## config.mk

```make
export PLATFORM = sky130hd
export DESIGN_NAME = cpms_frame_store
export DESIGN_NICKNAME = d
export VERILOG_FILES = /design/src/design/cpms_pkg.sv /design/src/design/cpms_frame_store.sv
export SDC_FILE = /design/constraint.sdc
export NUM_CORES = 1
export LEC_CHECK = 0
export BUFFER_PORTS_ARGS = -buffer_cell sky130_fd_sc_hd__buf_2
export CAP_MARGIN = 20
export CORE_ASPECT_RATIO = 1.75
export CORE_UTILIZATION = 53
export DETAILED_ROUTE_END_ITERATION = 12
export PLACE_DENSITY = 0.78
export SETUP_SLACK_MARGIN = 0.2
export SLEW_MARGIN = 20
export SYNTH_ARGS = -nofsm -noshare
export SYNTH_HDL_FRONTEND = slang
export SYNTH_SLANG_ARGS = --single-unit
```

## constraint.sdc

```tcl
create_clock -name clk -period 8.2 [get_ports clk]
set_clock_uncertainty 0.15 [all_clocks]
set_input_delay 1.64 -clock clk [delete_from_list [all_inputs] [get_ports clk]]
set_output_delay 1.64 -clock clk [all_outputs]
set_load 0.005 [all_outputs]
```

## src/design/cpms_pkg.sv

```systemverilog
`timescale 1ns / 1ps
package cpms_pkg;

  localparam int CMD_W   = 1;
  localparam int IDX_W   = 6;
  localparam int PIXEL_W = 11;
  localparam int DIM_W   = 3;

  localparam int FRAME_COLUMNS_DEF = 44;
  localparam int SUBTICKS_DEF      = 8;
  localparam int LINE_COUNT_DEF    = 23;

  // Pixel 0 of pair 0 is swapped between the two columns; keep the rest.
  localparam logic [PIXEL_W-1:0] SWAP_KEEP = PIXEL_W'(16'hfffe);
  localparam logic [DIM_W-1:0]   DIM_RESET = 3'd7;

  typedef enum logic [CMD_W-1:0] {
    CMD_WRITE = 1'b0,
    CMD_TICK  = 1'b1
  } cmd_t;

  // One scan step reads both columns of a pair at once.
  typedef struct packed {
    logic [PIXEL_W-1:0] odd_col;
    logic [PIXEL_W-1:0] even_col;
  } pair_t;

endpackage

```

## src/design/cpms_frame_store.sv

```systemverilog
`timescale 1ns / 1ps
module cpms_frame_store #(
  parameter int PAIRS = cpms_pkg::FRAME_COLUMNS_DEF / 2
) (
  input  logic                           clk,
  input  logic                           rst_n,
  input  logic                           wr_en,
  input  logic [$clog2(PAIRS)-1:0]       wr_pair,
  input  logic                           wr_odd,
  input  logic [cpms_pkg::PIXEL_W-1:0]   wr_pixels,
  input  logic [$clog2(PAIRS)-1:0]       rd_pair,
  output cpms_pkg::pair_t                rd_data
);
  import cpms_pkg::*;

  pair_t mem_r [PAIRS];

  always_ff @(posedge clk) begin
    if (!rst_n) begin
      for (int k = 0; k < PAIRS; k++) begin
        mem_r[k] <= '0;
      end
    end else if (wr_en) begin
      if (wr_odd) begin
        mem_r[wr_pair].odd_col <= wr_pixels;
      end else begin
        mem_r[wr_pair].even_col <= wr_pixels;
      end
    end
  end

  assign rd_data = mem_r[rd_pair];

endmodule

```

## Word level (Yosys, flattened, before mapping)

Memory sizes are Yosys's and may differ from the RTL's.
Index checks and enable logic that the tools add are counted.

| storage, ports and cells | value |
|---|---|
| bits in registers | 0 |
| word-level logic and storage cells | 14 |
| memories | 1 |
| output and inout port bits | 22 |
| memory bits (writable) | 484 |

Memory list:

| memory | depth | width | read ports | clocked after Yosys merged registers in | wr ports | line | text |
|---|---|---|---|---|---|---|---|
| mem_r | 22 | 22 | 1 | 0 | 22 | cpms_frame_store.sv:16 | `pair_t mem_r [PAIRS];` |

| operators by class | value |
|---|---|
| reductions and logical operators | 1 |
| mux-type cells | 12 |

Operator list:

| kind | count |
|---|---|
| 22-bit 2-to-1 mux | 1 |
| 22-bit OR reduction | 1 |
| 1-bit 2-to-1 mux | 9 |
| 5-bit 2-to-1 mux | 1 |
| 2-bit 2-to-1 mux | 1 |

## Logic depth before layout (Yosys ltp)

| depth | value |
|---|---|
| word-level depth | 6 |
| mapped depth | 8 |
| depth with buffers taken out | 5 |

## Worst setup path before layout

Ideal clock, no wire load.

| timing path | value |
|---|---|
| path type | input -> output |
| start | in rd_pair[0] |
| end | out rd_data[10] in the netlist's numbering |
| data arrival time | 2751 ps |
| buffers on the path | 4 |
| stages | 8 |
| path slack | 3659 ps |
| path through | buf_4 -> buf_6 -> buf_6 -> buf_4 -> mux2i_1 -> nand2_1 -> a31oi_1 -> nand3_1 |

RTL lines:

| what | line | text |
|---|---|---|
| start, declared | cpms_frame_store.sv:11 | `input logic [$clog2(PAIRS)-1:0] rd_pair,` |
| end, declared | cpms_frame_store.sv:12 | `output cpms_pkg::pair_t rd_data` |

==> impl_metrics.toml <==
[status]
status = "complete, no violations"

[clock_network]
postCtsSetupRepairBufs = 0
clock_sinks = 704
cts_buffer_depth = 3
cts.clk_slew.worst_paths_ns = 0.07
h-tree-depth = 2
cts_tree = "built"
cts_root_buffer = "clkbuf_16"
cts_resized = 0
cts_inserted_buffers = 56
ctsHoldBuffers = 0

[floorplanning]
die_area_um2 = 60400
rows = 117
initial_core_util_pct = 53.8
core_area_um2 = 58400
fp.dieH_um = 324
die_x_um = 186
ioPinCount = 47

[global_route]
grt.total_usage_pct = 25.7
antenna_found_initial = 0
grt_pass1_vias = 18700
grt_pass1_wl_mm = 113
grt.overflow.total = 0
grt_max_degree = 99

[setup_path]
endpoint_kind = "primary output"
worstPathArrival_ns = 4.23
critical-path-max-stage-delay_ns = 0.81
path_common_cell = "buf_2"
startpoint_type = "primary input"
critPathKind = "in -> out"
cp_cell_sequence = "buf_2, nor2b_4, buf_4, a22o_1, nor3_1, a31oi_1, nand3_1, buf_2"
crit_required_ns = 6.41
crit_buf_inv = 3
crit_fanout = 66
crit_family = "buffers and inverters"
cpMaxStageDelayCell = "buf_4"

[timing]
grt_setup_unrepaired = "no"
worst_pin_slew_ns = 1.14
setup_tns_ns = 0
fin_crit_sh_pct = 73.5
slew_violations = 0
fin_crit_ns = 6.02
fmax_mhz = 166
slew-limit-headroom_pct = 23.5
setup_viol = 0
hold_violations = 0

[synth]
syn_inst = 2208
ys_warn_count = 0
synth_fp_nets = 2233
synth-seq-cells = 704
syn-cell-area_um2 = 31400
ys_seq_area_share_pct = 67.2
yosysUniqueCellTypes = 30
syn_area_per_cell_um2 = 14.2

[finish]
mostFrequentLayoutCells = "edfxtp_1 (704), and2_1 (484), mux2i_1 (352)"
diodes = 0
reg_top3 = "mem_r (704)"
max_flop_register = "mem_r"
nets = 2207
drive_above_1_share_pct = 9.77
final_common_cell = "edfxtp_1"
syn_to_final_growth_pct = 7.96
largest_register_ffs = 704
nFillCells = 4334

[detailed_routing]
drc = 0
drt_iter0_markers = 2030
vias = 18200
firstDrtPassIters = 5
drt-wirelength-per-cell_um = 25.4
drt_wl_total_mm = 76.1
ant_nets = 0
viasPerCell = 6.09

[min_path]
hp-class = "in -> reg"

[power_and_ir_drop]
leakagePower_nw = 12.3
powerDensity_nw_per_um2 = 215
vdd_drop_max_mv = 0.157
power_w = 0.00729

[placement]
portBuffers = 46
gp_congestion = 0.850
dp_hpwl_mm = 46.3

[run]
max_cap_viol_count = 0
## report_power, final
| part | internal, W | total [W] | switching (W) |
|---|---|---|---|
| registers | 0.00408 | 0.00412 | 0.0000387 |
| logic | 0.000168 | 0.000533 | 0.000365 |
| clock network | 0.00140 | 0.00264 | 0.00124 |
| total | 0.00565 | 0.00729 | 0.00165 |
## final cells by class
type,count,area (µm²),share of cell area [%]
flip-flops and latches,704,21100,62.3
multi-input cells,1304,9300,27.4
clock buffers,69,1470,4.33
well taps,773,967,2.85
repair buffers,116,818,2.41
clock inverters,28,253,0.744
## path summary, 6_finish.rpt
path	slack [ns]	cells past startpoint	startpoint	to
worst max-delay path	2.18	8	rd_pair[2]	rd_data[18]
worst min-delay path	1.61	2	wr_pixels[10]	mem_r[28][21]
## cell usage after synthesis (all sizes together)
library cell / instances / area, µm²
nand3: 47 / 245
or3b: 2 / 17.5
nand4: 22 / 138
nor2: 68 / 290
and2: 485 / 3030
nor2b: 4 / 25.0
nand2b: 2 / 12.5
clkbuf: 120 / 473
a21oi: 44 / 220
mux2i: 352 / 3520
and3: 1 / 7.51
or3: 1 / 6.26
a22oi: 88 / 661
nand3b: 3 / 22.5
a31oi: 22 / 138
or2: 1 / 6.26
edfxtp: 704 / 21100
nor3: 22 / 110
a22o: 44 / 385
buf: 80 / 572
nand2: 52 / 200
o21ai: 44 / 220
## metrics by stage
| stage | hold WS (ns) | setup WS [ns] | util (%) | instances | cell area, µm² |
|---|---|---|---|---|---|
| finish | 1.61 | 2.18 | 58.1 | 2994 | 34000 |
| global route | 1.61 | 2.06 | 58.1 | 2994 | 34000 |
| CTS | 1.58 | 2.21 | 58.0 | 2992 | 33900 |
| detailed placement | 2.21 | 2.22 | 55.1 | 2895 | 32200 |
| global placement | 2.20 | 2.26 | 55.0 | 2893 | 32200 |
| floorplan | 1.59 | 3.66 | - | 2208 | 31400 |
## metal layers
layer  part of all wire, %  up-vias  routed length (µm)  track usage (%)
li1                      -     8043                   -                -
met1                    35     9096               26500             29.4
met2                    52      856               39600             46.0
met3                   6.7      232                5120             3.01
met4                   6.3        0                4810             15.0
met5                     0        -                   0                0
## cells by family (layout without fill, tap and decap cells)
group / Yosys count / count (layout) / share of synthesized area, %
AND/OR/NAND/NOR: 710 / 710 / 13.1
multiplexers: 352 / 352 / 11.2
flip-flops: 704 / 704 / 67.2
buffers and inverters: 200 / 213 / 3.32
AO/OA/AOI/OAI: 242 / 242 / 5.16
Power figures use the tool's default switching activity.
